<file path="config.mk">
export PLATFORM = sky130hd
export DESIGN_NAME = smdm_mix
export DESIGN_NICKNAME = d
export VERILOG_FILES = /design/src/smdm_pkg.sv /design/src/smdm_mix.sv
export SDC_FILE = /design/constraint.sdc
export NUM_CORES = 1
export LEC_CHECK = 0
export BUFFER_PORTS_ARGS = -buffer_cell sky130_fd_sc_hd__buf_2
export CAP_MARGIN = 10
export CORE_MARGIN = 2
export CORE_UTILIZATION = 55
export CTS_CLUSTER_SIZE = 24
export DETAILED_ROUTE_END_ITERATION = 10
export PLACE_DENSITY = 0.69
export SLEW_MARGIN = 20
export SYNTH_ARGS = -nofsm -noshare
export SYNTH_HDL_FRONTEND = slang
export SYNTH_SLANG_ARGS = --single-unit
export TNS_END_PERCENT = 5
</file>
<file path="constraint.sdc">
create_clock -name clk -period 8.6 [get_ports clk]
set_clock_uncertainty 0.1 [all_clocks]
set_input_delay 0 -clock clk [delete_from_list [all_inputs] [get_ports clk]]
set_output_delay 0 -clock clk [all_outputs]
set_load 0.005 [all_outputs]
</file>
<file path="src/smdm_pkg.sv">
// shared constants, codes and types of the stereo modulated delay mixer
`default_nettype none

package smdm_pkg;

  localparam int DELAY_DEPTH     = 128;
  localparam int SINE_TABLE_BITS = 10;
  localparam int PHASE_BITS      = 32;

  localparam int PTR_W      = $clog2(DELAY_DEPTH);
  localparam int FILL_W     = $clog2(DELAY_DEPTH + 1);
  localparam int CMP_W      = (FILL_W > 8) ? FILL_W + 1 : 9;
  localparam int SAMPLE_W   = 16;
  localparam int STEP_W     = 32;
  localparam int BASE_W     = 6;
  localparam int GAIN_W     = 15;
  localparam int CFG_IDX_W  = 3;
  localparam int CFG_DATA_W = 32;

  typedef logic signed [SAMPLE_W-1:0] sample_t;
  typedef logic [PHASE_BITS-1:0]      phase_t;
  typedef logic [BASE_W-1:0]          base_t;
  typedef logic [GAIN_W-1:0]          gain_t;
  typedef logic [CFG_IDX_W-1:0]       cfg_idx_t;
  typedef logic [CFG_DATA_W-1:0]      cfg_data_t;

  localparam logic [STEP_W-1:0] PHASE_STEP_RST = STEP_W'(116870);
  localparam base_t             BASE_DELAY_RST = BASE_W'(44);
  localparam gain_t             DEPTH_GAIN_RST = GAIN_W'(16384);
  localparam gain_t             DRY_GAIN_RST   = GAIN_W'(19275);
  localparam gain_t             WET_GAIN_RST   = GAIN_W'(13493);

  typedef enum logic [CFG_IDX_W-1:0] {
    CFG_PHASE_STEP = 3'd0,
    CFG_BASE_DELAY = 3'd1,
    CFG_DEPTH_GAIN = 3'd2,
    CFG_DRY_GAIN   = 3'd3,
    CFG_WET_GAIN   = 3'd4
  } cfg_reg_t;

  // one strobe per step of the per-sample sequence, the final output step apart
  typedef struct packed {
    logic start;
    logic mod;
    logic ofs;
    logic rdr;
    logic wl;
  } seq_ctrl_t;

endpackage

`default_nettype wire

</file>
<file path="src/smdm_mix.sv">
// dry/wet gain multiply, truncation toward zero and saturation
`default_nettype none

module smdm_mix (
  input  wire logic                clk,
  input  wire smdm_pkg::seq_ctrl_t ctrl,
  input  wire smdm_pkg::gain_t     dry_gain,
  input  wire smdm_pkg::gain_t     wet_gain,
  input  wire smdm_pkg::sample_t   x,
  input  wire smdm_pkg::sample_t   tap,
  output smdm_pkg::sample_t        left_val,
  output smdm_pkg::sample_t        right_val
);
  import smdm_pkg::*;

  localparam int PRD_W = GAIN_W + 1 + SAMPLE_W;
  localparam int MIX_W = PRD_W + 1;
  localparam int Q_W   = MIX_W - 15;

  function automatic sample_t mix_sat(input logic signed [MIX_W-1:0] s);
    logic signed [Q_W-1:0] q;
    q = Q_W'(s >>> 15);
    if (s < 0 && s[14:0] != '0) begin
      q = q + 1'b1;
    end
    if (q > $signed(Q_W'(32767))) begin
      return 16'sh7fff;
    end
    if (q < -$signed(Q_W'(32768))) begin
      return 16'sh8000;
    end
    return q[SAMPLE_W-1:0];
  endfunction

  logic signed [PRD_W-1:0] dryx_r;
  logic signed [PRD_W-1:0] wetp_r;
  sample_t                 left_r;

  always_ff @(posedge clk) begin
    if (ctrl.mod) begin
      dryx_r <= $signed({1'b0, dry_gain}) * x;
    end
    if (ctrl.rdr || ctrl.wl) begin
      wetp_r <= $signed({1'b0, wet_gain}) * tap;
    end
    if (ctrl.wl) begin
      left_r <= mix_sat(MIX_W'(dryx_r) + MIX_W'(wetp_r));
    end
  end

  assign left_val  = left_r;
  assign right_val = mix_sat(MIX_W'(dryx_r) + MIX_W'(wetp_r));

endmodule

`default_nettype wire

</file>
==> results.ini <==
[timing]
maxClockFrequency_mhz = 156
slew_viol_final = 0
slew_headroom_pct = 41.2
period_minus_slack_ns = 6.40
rsz0062_at_grt = no
final_hold_viol_count = 0
fin_ws_ns = 2.20
worst_pin_slew_ns = 0.883
whs_ns = 0.0165
finalCritPeriodShare_pct = 74.4
setup-violations-final = 0
setup-tns-final_ns = 0

[route]
wl_um = 46100
initialDrtViolationCount = 656
firstDrtPassIters = 5
via_per_inst = 5.46
drtAntennaViolNets = 0
via_count = 15800
drt-wirelength-per-cell_um = 15.9
drc = 0

[layout]
num-fill-cells = 3477
final_nets = 3086
layout-drive-gt1-share_pct = 7.04
mostFrequentLayoutCells = inv_1 (496), fa_1 (361), nand2_1 (278), ha_1 (275), and2_1 (213)
syn_to_final_growth_pct = 4.84
final_common_cell = inv_1
fin_cells = 2905
multiInputGateArea_um2 = 16900
seq_area_um2 = 2400
n_antenna_cell = 0

[critical_path]
crit-reg2reg-launch = dryx_r[0]$_DFFE_PP_
r2r_end = left_val[1]$_DFFE_PP_
r2r_cells = 14
cp-end-kind = register
path_delay_family = adder cells
rrSetupSlack_ns = 3.04
cpMaxStageDelayCell = fa_1
start_kind = primary input
cp_num_buf_inv = 4
slowest_delay_ns = 0.57
crit_path_max_fanout = 16
crit_chain = buf_2 > nand2_1 > fa_1 > fa_1 > fa_1 > fa_1 > inv_1 > fa_1 > inv_1 > fa_1 > inv_1 > ha_1 > a21oi_1 > nand2_1 > o211ai_1 > a31oi_1 > a31oi_1 > o21ai_0 > a31oi_1 > o21bai_1 > nor3_1 > o21bai_1 > a21oi_1 > xnor2_1
critPathArrivalTime_ns = 6.38
crit_top_cell = fa_1
critPathKind = in -> reg
required_ns = 8.58

[die]
num_rows = 72
io_pins = 100
die_area_um2 = 40800
die_h_um = 202
die_w_um = 202
core_area_um2 = 38600
start_util_pct = 55.8

[grt]
grt_pass1_wl_um = 81000
grt-ovfl-total = 0
grt_start_max_net_pins = 33
grt_use_total_pct = 24.1
grt_pass1_vias = 17300
antenna_found_initial = 0

[placement]
dp_slack_ns = 1.89
io_buffer_count = 97
place.gp.congestion = 0.902
detailed_place_hpwl_um = 38500
dp_cells = 2889

[logic_synthesis]
synth_edf_count = 80
ys.flop_type = edfxtp_1
yosys_warnings = 0
synthArstFlopShare_pct = 0
yosysSeqAreaShare_pct = 11.1
syn_nets = 3056
syn_inst = 2352
netlist-cell-type-count = 85
syn_area_um2 = 21600
synth-seq-cells = 80
avgSynthCellArea_um2 = 9.17

[hold_path]
worstHoldPathCells = 1
min_from = ctrl[0]
worstHoldPathType = in -> reg
worstHoldEndpoint = left_val[4]$_DFFE_PP_

[run_status]
status = finished clean

[flow_run]
maxCapViolations = 0

[clock_tree]
numCtsBuffers = 9
cts_tree = done
cts.clk_slew.worst_paths_ns = 0.06
post_cts_buffers = 0
hold_buffers = 0
cts_resized = 0
cts_max_level = 3
clk_path_buf_depth = 2
clock_latency_ns = 0.34
clock_sinks = 80
clock-root-buffer = clkbuf_16

-- cell families (layout without fill, tap and decap cells) --
| kind of cell | after synthesis | count (layout) | synth area share (%) |
|---|---|---|---|
| AO/OA/AOI/OAI | 260 | 260 | 8.40 |
| XOR/XNOR | 81 | 81 | 3.33 |
| adder cells (fa/ha/maj) | 636 | 636 | 49.5 |
| buffers and inverters | 574 | 609 | 10.4 |
| flip-flops | 80 | 80 | 11.1 |
| multiplexers | 3 | 3 | 0.139 |
| AND/OR/NAND/NOR | 718 | 718 | 17.1 |
-- worst max-delay path by stage --
stage                                 to    startpoint  slack, ns  depth (start not counted)
floorplan           wetp_r[31]$_DFFE_PP_        tap[1]       2.55                         24
global placement    wetp_r[31]$_DFFE_PP_  wet_gain[10]       1.96                         24
detailed placement  wetp_r[31]$_DFFE_PP_  wet_gain[10]       1.89                         24
CTS                 wetp_r[31]$_DFFE_PP_  wet_gain[10]       2.22                         24
global route        wetp_r[31]$_DFFE_PP_  wet_gain[10]       1.76                         24
finish              wetp_r[31]$_DFFE_PP_  wet_gain[10]       2.20                         24
-- through the flow --
stage / util [%] / cell area (µm²)
floorplan: - / 21600
global placement: 57.7 / 22300
detailed placement: 57.7 / 22300
CTS: 58.5 / 22600
global route: 58.5 / 22600
finish: 58.5 / 22600
-- sequential cells by signal (all words and copies together), names as in the netlist --
| register | flops |
|---|---|
| dryx_r | 32 |
| left_val | 16 |
| wetp_r | 32 |
-- layout make-up --
class | count | share of cell area (%)
clock buffer | 10 | 1.01
clock inverter | 6 | 0.266
inverter | 496 | 8.24
multi-input combinational | 1698 | 74.8
sequential | 80 | 10.6
tap | 518 | 2.87
timing repair buffer | 97 | 2.15
-- cells in the mapped netlist (6+ instances only) --
| cell type | instances | area [µm²] |
|---|---|---|
| buf_6 | 7 | 78.8 |
| and3_1 | 6 | 37.5 |
| a211oi_1 | 13 | 97.6 |
| a21o_1 | 32 | 240 |
| a31oi_1 | 11 | 68.8 |
| nand4_1 | 12 | 75.1 |
| nor2_1 | 66 | 248 |
| xnor2_1 | 55 | 482 |
| ha_1 | 275 | 3440 |
| or2_2 | 9 | 56.3 |
| xor2_1 | 25 | 219 |
| nor3_1 | 23 | 115 |
| fa_1 | 361 | 7230 |
| nand2b_1 | 21 | 131 |
| and2_1 | 213 | 1330 |
| o21bai_1 | 13 | 97.6 |
| o211ai_1 | 8 | 60.1 |
| o21ai_0 | 44 | 220 |
| a21oi_1 | 55 | 275 |
| nand3_1 | 19 | 95.1 |
| o21a_1 | 18 | 135 |
| nand2_1 | 278 | 1040 |
| o31ai_1 | 7 | 52.6 |
| inv_1 | 496 | 1860 |
| clkbuf_1 | 60 | 225 |
| edfxtp_1 | 80 | 2400 |
| nor2b_1 | 28 | 175 |
| o21ai_2 | 10 | 87.6 |
-- per-layer routing --
layer / vias to the layer above / wire, µm / track usage, %
met5: - / 0 / 0
li1: 7423 / - / -
met1: 8018 / 19700 / 31.9
met3: 55 / 2190 / 3.34
met2: 351 / 23400 / 42.7
met4: 0 / 840 / 4.23
Power is not shown: default switching activity piles up to over one toggle a cycle in this logic, so the estimate is an artifact.
