`config.mk`:
```
export PLATFORM = sky130hd
export DESIGN_NAME = smdm_delay
export DESIGN_NICKNAME = d
export VERILOG_FILES = /design/src/smdm_pkg.sv /design/src/smdm_delay.sv
export SDC_FILE = /design/constraint.sdc
export NUM_CORES = 2
export LEC_CHECK = 0
export ABC_CLOCK_PERIOD_IN_PS = 17570
export BUFFER_PORTS_ARGS = -buffer_cell sky130_fd_sc_hd__buf_2
export CAP_MARGIN = 40
export CORE_MARGIN = 2
export CORE_UTILIZATION = 52
export DETAILED_ROUTE_END_ITERATION = 16
export MAX_ROUTING_LAYER = met4
export PLACE_DENSITY_LB_ADDON = 0.2
export REMOVE_ABC_BUFFERS = 1
export SLEW_MARGIN = 25
export SYNTH_ARGS = -nofsm -noshare
export SYNTH_HDL_FRONTEND = slang
export SYNTH_SLANG_ARGS = --single-unit
export TNS_END_PERCENT = 30
```
`constraint.sdc`:
```
create_clock -name clk -period 17.57 [get_ports clk]
set_input_delay 5.271 -clock clk [delete_from_list [all_inputs] [get_ports clk]]
set_output_delay 5.271 -clock clk [all_outputs]
set_load 0.02 [all_outputs]
```
`src/smdm_pkg.sv`:
```
// shared constants, codes and types of the stereo modulated delay mixer
`default_nettype none

package smdm_pkg;

  localparam int DELAY_DEPTH     = 128;
  localparam int SINE_TABLE_BITS = 10;
  localparam int PHASE_BITS      = 32;

  localparam int PTR_W      = $clog2(DELAY_DEPTH);
  localparam int FILL_W     = $clog2(DELAY_DEPTH + 1);
  localparam int CMP_W      = (FILL_W > 8) ? FILL_W + 1 : 9;
  localparam int SAMPLE_W   = 16;
  localparam int STEP_W     = 32;
  localparam int BASE_W     = 6;
  localparam int GAIN_W     = 15;
  localparam int CFG_IDX_W  = 3;
  localparam int CFG_DATA_W = 32;

  typedef logic signed [SAMPLE_W-1:0] sample_t;
  typedef logic [PHASE_BITS-1:0]      phase_t;
  typedef logic [BASE_W-1:0]          base_t;
  typedef logic [GAIN_W-1:0]          gain_t;
  typedef logic [CFG_IDX_W-1:0]       cfg_idx_t;
  typedef logic [CFG_DATA_W-1:0]      cfg_data_t;

  localparam logic [STEP_W-1:0] PHASE_STEP_RST = STEP_W'(116870);
  localparam base_t             BASE_DELAY_RST = BASE_W'(44);
  localparam gain_t             DEPTH_GAIN_RST = GAIN_W'(16384);
  localparam gain_t             DRY_GAIN_RST   = GAIN_W'(19275);
  localparam gain_t             WET_GAIN_RST   = GAIN_W'(13493);

  typedef enum logic [CFG_IDX_W-1:0] {
    CFG_PHASE_STEP = 3'd0,
    CFG_BASE_DELAY = 3'd1,
    CFG_DEPTH_GAIN = 3'd2,
    CFG_DRY_GAIN   = 3'd3,
    CFG_WET_GAIN   = 3'd4
  } cfg_reg_t;

  // one strobe per step of the per-sample sequence, the final output step apart
  typedef struct packed {
    logic start;
    logic mod;
    logic ofs;
    logic rdr;
    logic wl;
  } seq_ctrl_t;

endpackage

`default_nettype wire

```
`src/smdm_delay.sv`:
```
// sample history memory with modulated tap offsets and read sequencing
`default_nettype none

module smdm_delay (
  input  wire logic                clk,
  input  wire logic                rst_n,
  input  wire smdm_pkg::seq_ctrl_t ctrl,
  input  wire smdm_pkg::base_t     base_delay,
  input  wire smdm_pkg::gain_t     depth_gain,
  input  wire smdm_pkg::sample_t   cos_val,
  input  wire smdm_pkg::sample_t   sin_val,
  input  wire smdm_pkg::sample_t   x,
  output smdm_pkg::sample_t        tap
);
  import smdm_pkg::*;

  localparam int M_W     = BASE_W + GAIN_W;
  localparam int PROD_W  = M_W + 1 + SAMPLE_W;
  localparam int OFS_W   = 10;
  localparam int FRAC_SH = 29;

  function automatic logic [CMP_W-1:0] pos_off(input base_t b,
                                               input logic signed [PROD_W-1:0] p);
    logic signed [OFS_W-1:0] o;
    o = $signed({{(OFS_W-BASE_W){1'b0}}, b}) + OFS_W'(p >>> FRAC_SH);
    if (o < 0) begin
      return '0;
    end
    return CMP_W'(o);
  endfunction

  function automatic logic [PTR_W-1:0] slot_of(input logic [PTR_W-1:0] wp,
                                               input logic [CMP_W-1:0] off);
    logic [CMP_W-1:0] w;
    w = CMP_W'(wp);
    if (w >= off) begin
      return PTR_W'(w - off);
    end
    return PTR_W'(w + CMP_W'(DELAY_DEPTH) - off);
  endfunction

  sample_t                   mem [DELAY_DEPTH];
  sample_t                   rdata_r;
  logic [PTR_W-1:0]          wp_r;
  logic [FILL_W-1:0]         fill_r;
  logic [M_W-1:0]            m_r;
  logic signed [PROD_W-1:0]  pc_r;
  logic signed [PROD_W-1:0]  ps_r;
  logic [PTR_W-1:0]          slot_rt_r;
  logic                      use_lt_r;
  logic                      use_rt_r;
  logic [CMP_W-1:0]          off_l;
  logic [CMP_W-1:0]          off_r;
  logic                      use_l;
  logic                      use_r;
  logic [PTR_W-1:0]          raddr;
  logic                      tap_hist;

  assign off_l = pos_off(base_delay, pc_r);
  assign off_r = pos_off(base_delay, ps_r);
  assign use_l = (off_l != '0) && (off_l <= CMP_W'(fill_r));
  assign use_r = (off_r != '0) && (off_r <= CMP_W'(fill_r));
  assign raddr = ctrl.ofs ? slot_of(wp_r, off_l) : slot_rt_r;

  always_ff @(posedge clk) begin
    rdata_r <= mem[raddr];
    if (ctrl.wl) begin
      mem[wp_r] <= x;
    end
  end

  always_ff @(posedge clk) begin
    if (ctrl.start) begin
      m_r <= base_delay * depth_gain;
    end
    if (ctrl.mod) begin
      pc_r <= $signed({1'b0, m_r}) * cos_val;
      ps_r <= $signed({1'b0, m_r}) * sin_val;
    end
    if (ctrl.ofs) begin
      slot_rt_r <= slot_of(wp_r, off_r);
      use_lt_r  <= use_l;
      use_rt_r  <= use_r;
    end
    if (!rst_n) begin
      wp_r   <= '0;
      fill_r <= '0;
    end else if (ctrl.wl) begin
      wp_r <= (wp_r == PTR_W'(DELAY_DEPTH - 1)) ? '0 : wp_r + 1'b1;
      if (fill_r != FILL_W'(DELAY_DEPTH)) begin
        fill_r <= fill_r + 1'b1;
      end
    end
  end

  // history sample only for an offset that is nonzero and already seen
  assign tap_hist = ctrl.rdr ? use_lt_r : use_rt_r;
  assign tap      = tap_hist ? rdata_r : x;

endmodule

`default_nettype wire

```
==> results by stage <==
Finish:
- The finished layout holds ~12k standard cells, fillers aside.
- Of the cells placed in the final design, the portion with a size suffix greater than 1 is roughly 7.5%.
- The final instance area is 120,000 um2.
- The post-layout net count is ~10k.
- The area growth from synthesis to layout is 9.88%.
- The post-layout utilization of the core is approximately 57%.

STA:
- Setup repair after global routing left no endpoint under its margin.
- The number of slew-limit violations in the final report is 0.
- Dividing the final minimum period by the clock period gives slightly below 70%.
- The final count of negative-setup-slack endpoints is 0.
- The clock skew after layout is roughly 41 ps.
- For the finished layout, the period the worst path requires is around 12,000 ps.
- The hold violation total from the final report is 0.
- Static timing analysis puts the maximum clock frequency at 83.9 MHz.
- At the pin with the least slew margin, the transition time is approximately 940 ps.
- Summed over all failing endpoints, the final setup total negative slack is 0 ps.
- In this run the tightest slew margin relative to its limit is a little under two fifths.

Detailed routing:
- The number of nets with antenna violations after detailed routing is 0.
- In the routed layout, each cell is associated on average with a via count of roughly 5.9.
- The number of iterations in the first detailed-routing pass is 8.
- Dividing the detail-routed wire length by the instance count gives approximately 24 um.
- The total number of vias is 73.5k.
- In the routed design, unresolved DRC markers number 0.
- The total routed wirelength is around 300,000 um.
- The count of routing violations after the opening detailed-route iteration is 7,536.

GRT:
- The overall routing resource usage is around 29%.
- After global routing the overflow that remains totals 0.
- The global-route wire length before repair is about 460,000 um.
- The initial antenna violation count is 7.
- The number of global-route vias before repair came to approximately 73k.
- Entering global routing, the biggest net connects about 150 pins.

Floorplanning:
- In this run the horizontal extent of the chip is approximately 460 um.
- In this run the core area contains approximately 170 standard-cell rows.
- The floorplan core area is between 200,000 and 250,000 um2.
- The die covers between 200,000 and 250,000 um2.
- In this run the vertical extent of the chip is about 460 um.
- Pin placement for this block handled between 90 and 100 I/O pins.
- The starting density of the core is between 50% and 60%.

Synth:
- The cell area after synthesis is around 110,000 um2.
- The synthesized design contains roughly 2.1k register bits.
- In the post-synthesis netlist, the biggest area contributors are sky130_fd_sc_hd__edfxtp_1, sky130_fd_sc_hd__fa_1, sky130_fd_sc_hd__nand2_1.
- The share of flip-flops with an asynchronous set or reset is 0%.
- After Yosys synthesis, and, or, nand and nor cells account for 17.2% of the synthesized area.
- In this run, synthesis inferred 2,096 flip-flops with an integrated enable.
- The area fraction in compound gates after synthesis is 4.64%.
- By count the netlist is led by sky130_fd_sc_hd__nand2_1, sky130_fd_sc_hd__edfxtp_1, sky130_fd_sc_hd__nand3_1.
- Of the post-synthesis cell area, the part taken by muxes is less than 1%.
- The cell taking the most area after synthesis is sky130_fd_sc_hd__edfxtp_1.
- The mean area per synthesized cell is 11.6 um2.
- After Yosys synthesis, XOR and XNOR cells account for less than 1% of the synthesized area.
- The top cell type's share of synthesized area is a little under three fifths.
- Of the total synthesized cell area, the portion taken by full adders, half adders and majority gates is around 14%.
- For this run, the leading register cell type out of synthesis is sky130_fd_sc_hd__edfxtp_1.
- For this run, the number of Yosys warnings is 0.
- By instance count, the leading cell after synthesis is sky130_fd_sc_hd__nand2_1.
- The count of different cell masters after synthesis is approximately 70.
- Synthesis produced a netlist whose cell count is 9,427.
- By area, the combinational part of the netlist is dominated by simple AND/OR/NAND/NOR gates.
- The sequential fraction of the synthesis area is 58.1%.

Clocking:
- The clock reaches the later pin of the worst-skew pair after between 800 and 900 ps.
- TritonCTS built the clock tree.
- Clock-pin slew was measured on the worst setup and hold paths at roughly 70 ps.
- The setup fix buffers added after clock tree synthesis is 0.
- The number of hold-repair buffers added at the cts stage is 0.
- In this run the clock root is driven by a sky130_fd_sc_hd__clkbuf_16.
- Buffers inserted during clock tree synthesis total ~200.
- The number of buffers on the longest clock path is 3.
- After clock tree synthesis, the repair step resized 0 gates.
- The tree built by TritonCTS fans out to about 2.1k sinks.
- In this run the number of H-tree levels came out at 4.

Setup path:
- The required time at the endpoint of the critical path is about 12,000 ps.
- The top fanout value on the critical path is 16.
- STA puts the critical path data arrival time at around 6700 ps.
- The worst setup path is launched from an input pin.
- The kind of end point of the critical path is a primary output.
- The critical path in this run is classified as in2out.
- Measured in cells, the most critical reg-to-reg path has a length of 24.

Hold path:
- The class of the worst hold path is reg2reg.
- The number of stages on the worst hold path is 2.

Placed design:
- The HPWL reported at the end of detailed placement is approximately 180,000 um.
- The post-detailed-placement cell area is between 100,000 and 150,000 um2.
- Input and output buffers added on the ports amount to between 90 and 100.
- The number of placed instances, taps included is around 12k.
- The final weighted congestion of routability-driven global placement is roughly 0.92.

Status:
- The flow ran to the end, and the final reports show no timing, DRC or antenna violations.

Run:
- Across the run, the number of max-cap violations was 0.
[placed cells by master (no fill, tap or decap), drive strengths merged, types with 11 or more instances in the layout]
cell | netlist | final
clkinvlp | 0 | 11
mux2 | 19 | 19
nand4 | 22 | 22
and3 | 150 | 150
mux2i | 11 | 11
o21ai | 56 | 56
xnor2 | 44 | 44
a21oi | 87 | 87
inv | 754 | 758
nand2b | 31 | 31
o22a | 16 | 16
xor2 | 17 | 17
nand3 | 1011 | 1011
fa | 583 | 583
a211oi | 11 | 11
nor2 | 192 | 192
o311a | 15 | 15
ha | 330 | 330
clkbuf | 375 | 257
edfxtp | 2096 | 2096
nand2 | 2511 | 2511
nor2b | 15 | 15
dfxtp | 31 | 31
buf | 218 | 360
bufinv | 0 | 15
o211ai | 18 | 18
a21o | 25 | 25
and2 | 303 | 303
a311oi | 316 | 316
clkinv | 0 | 91
nor3 | 22 | 22
o21a | 15 | 15
a31oi | 60 | 60
[path summary, 6_finish.rpt]
path,start,slack [ps],endpoint
setup / recovery,ctrl[1],5650,tap[3]
hold / removal,fill_r[5],490,fill_r[5]
setup reg to reg,pc_r[30],10120,rdata_r[11]
hold reg to reg,fill_r[5],490,fill_r[5]
[critical path, stage by stage]
cell and delay [ps]:
sky130_fd_sc_hd__buf_2 110, sky130_fd_sc_hd__mux2i_4 200, sky130_fd_sc_hd__buf_4 430, sky130_fd_sc_hd__mux2_2 400, sky130_fd_sc_hd__buf_2 160
[final cells by class]
class	instances	area, um2
diodes	9	22.5
clock buffers	256	5480
clock inverters	121	1160
fillers	17091	89100
inverters	754	2830
multi-input cells	5953	40800
flip-flops and latches	2127	63600
well taps	2805	3510
repair buffers	361	2910
[stage by stage]
step / setup WS, ps / hold WS, ps
floorplan: -4720 / 464
global placement: 4740 / 479
detailed placement: 5020 / 487
CTS: 5650 / 496
global route: 5510 / 530
finish: 5650 / 489
[routing by layer]
layer	vias to the layer above	track usage (%)	routed length, um
met3	604	3.51	24600
li1	32414	-	-
met5	-	-	0
met4	0	11.2	12700
met2	3428	46.4	145000
met1	37030	38.2	119000
[state kept, by name (all words and copies together) (netlist names)]
register,cells
m_r,21
mem,2048
pc_r,9
ps_r,9
rdata_r,16
wp_r,7
fill_r,8
use_rt_r,1
use_lt_r,1
slot_rt_r,7
[logic make-up (layout without fill, tap and decap cells)]
group           after synthesis  count (layout)
compound gates              665             665
xor+xnor                     61              61
fa+ha+maj                   913             913
buf+inv                    1347            1492
flops                      2127            2127
mux                          31              31
other cells                   0               9
simple gates               4283            4283
Power is not shown: default switching activity piles up to over one toggle a cycle in this logic, so the estimate is an artifact.
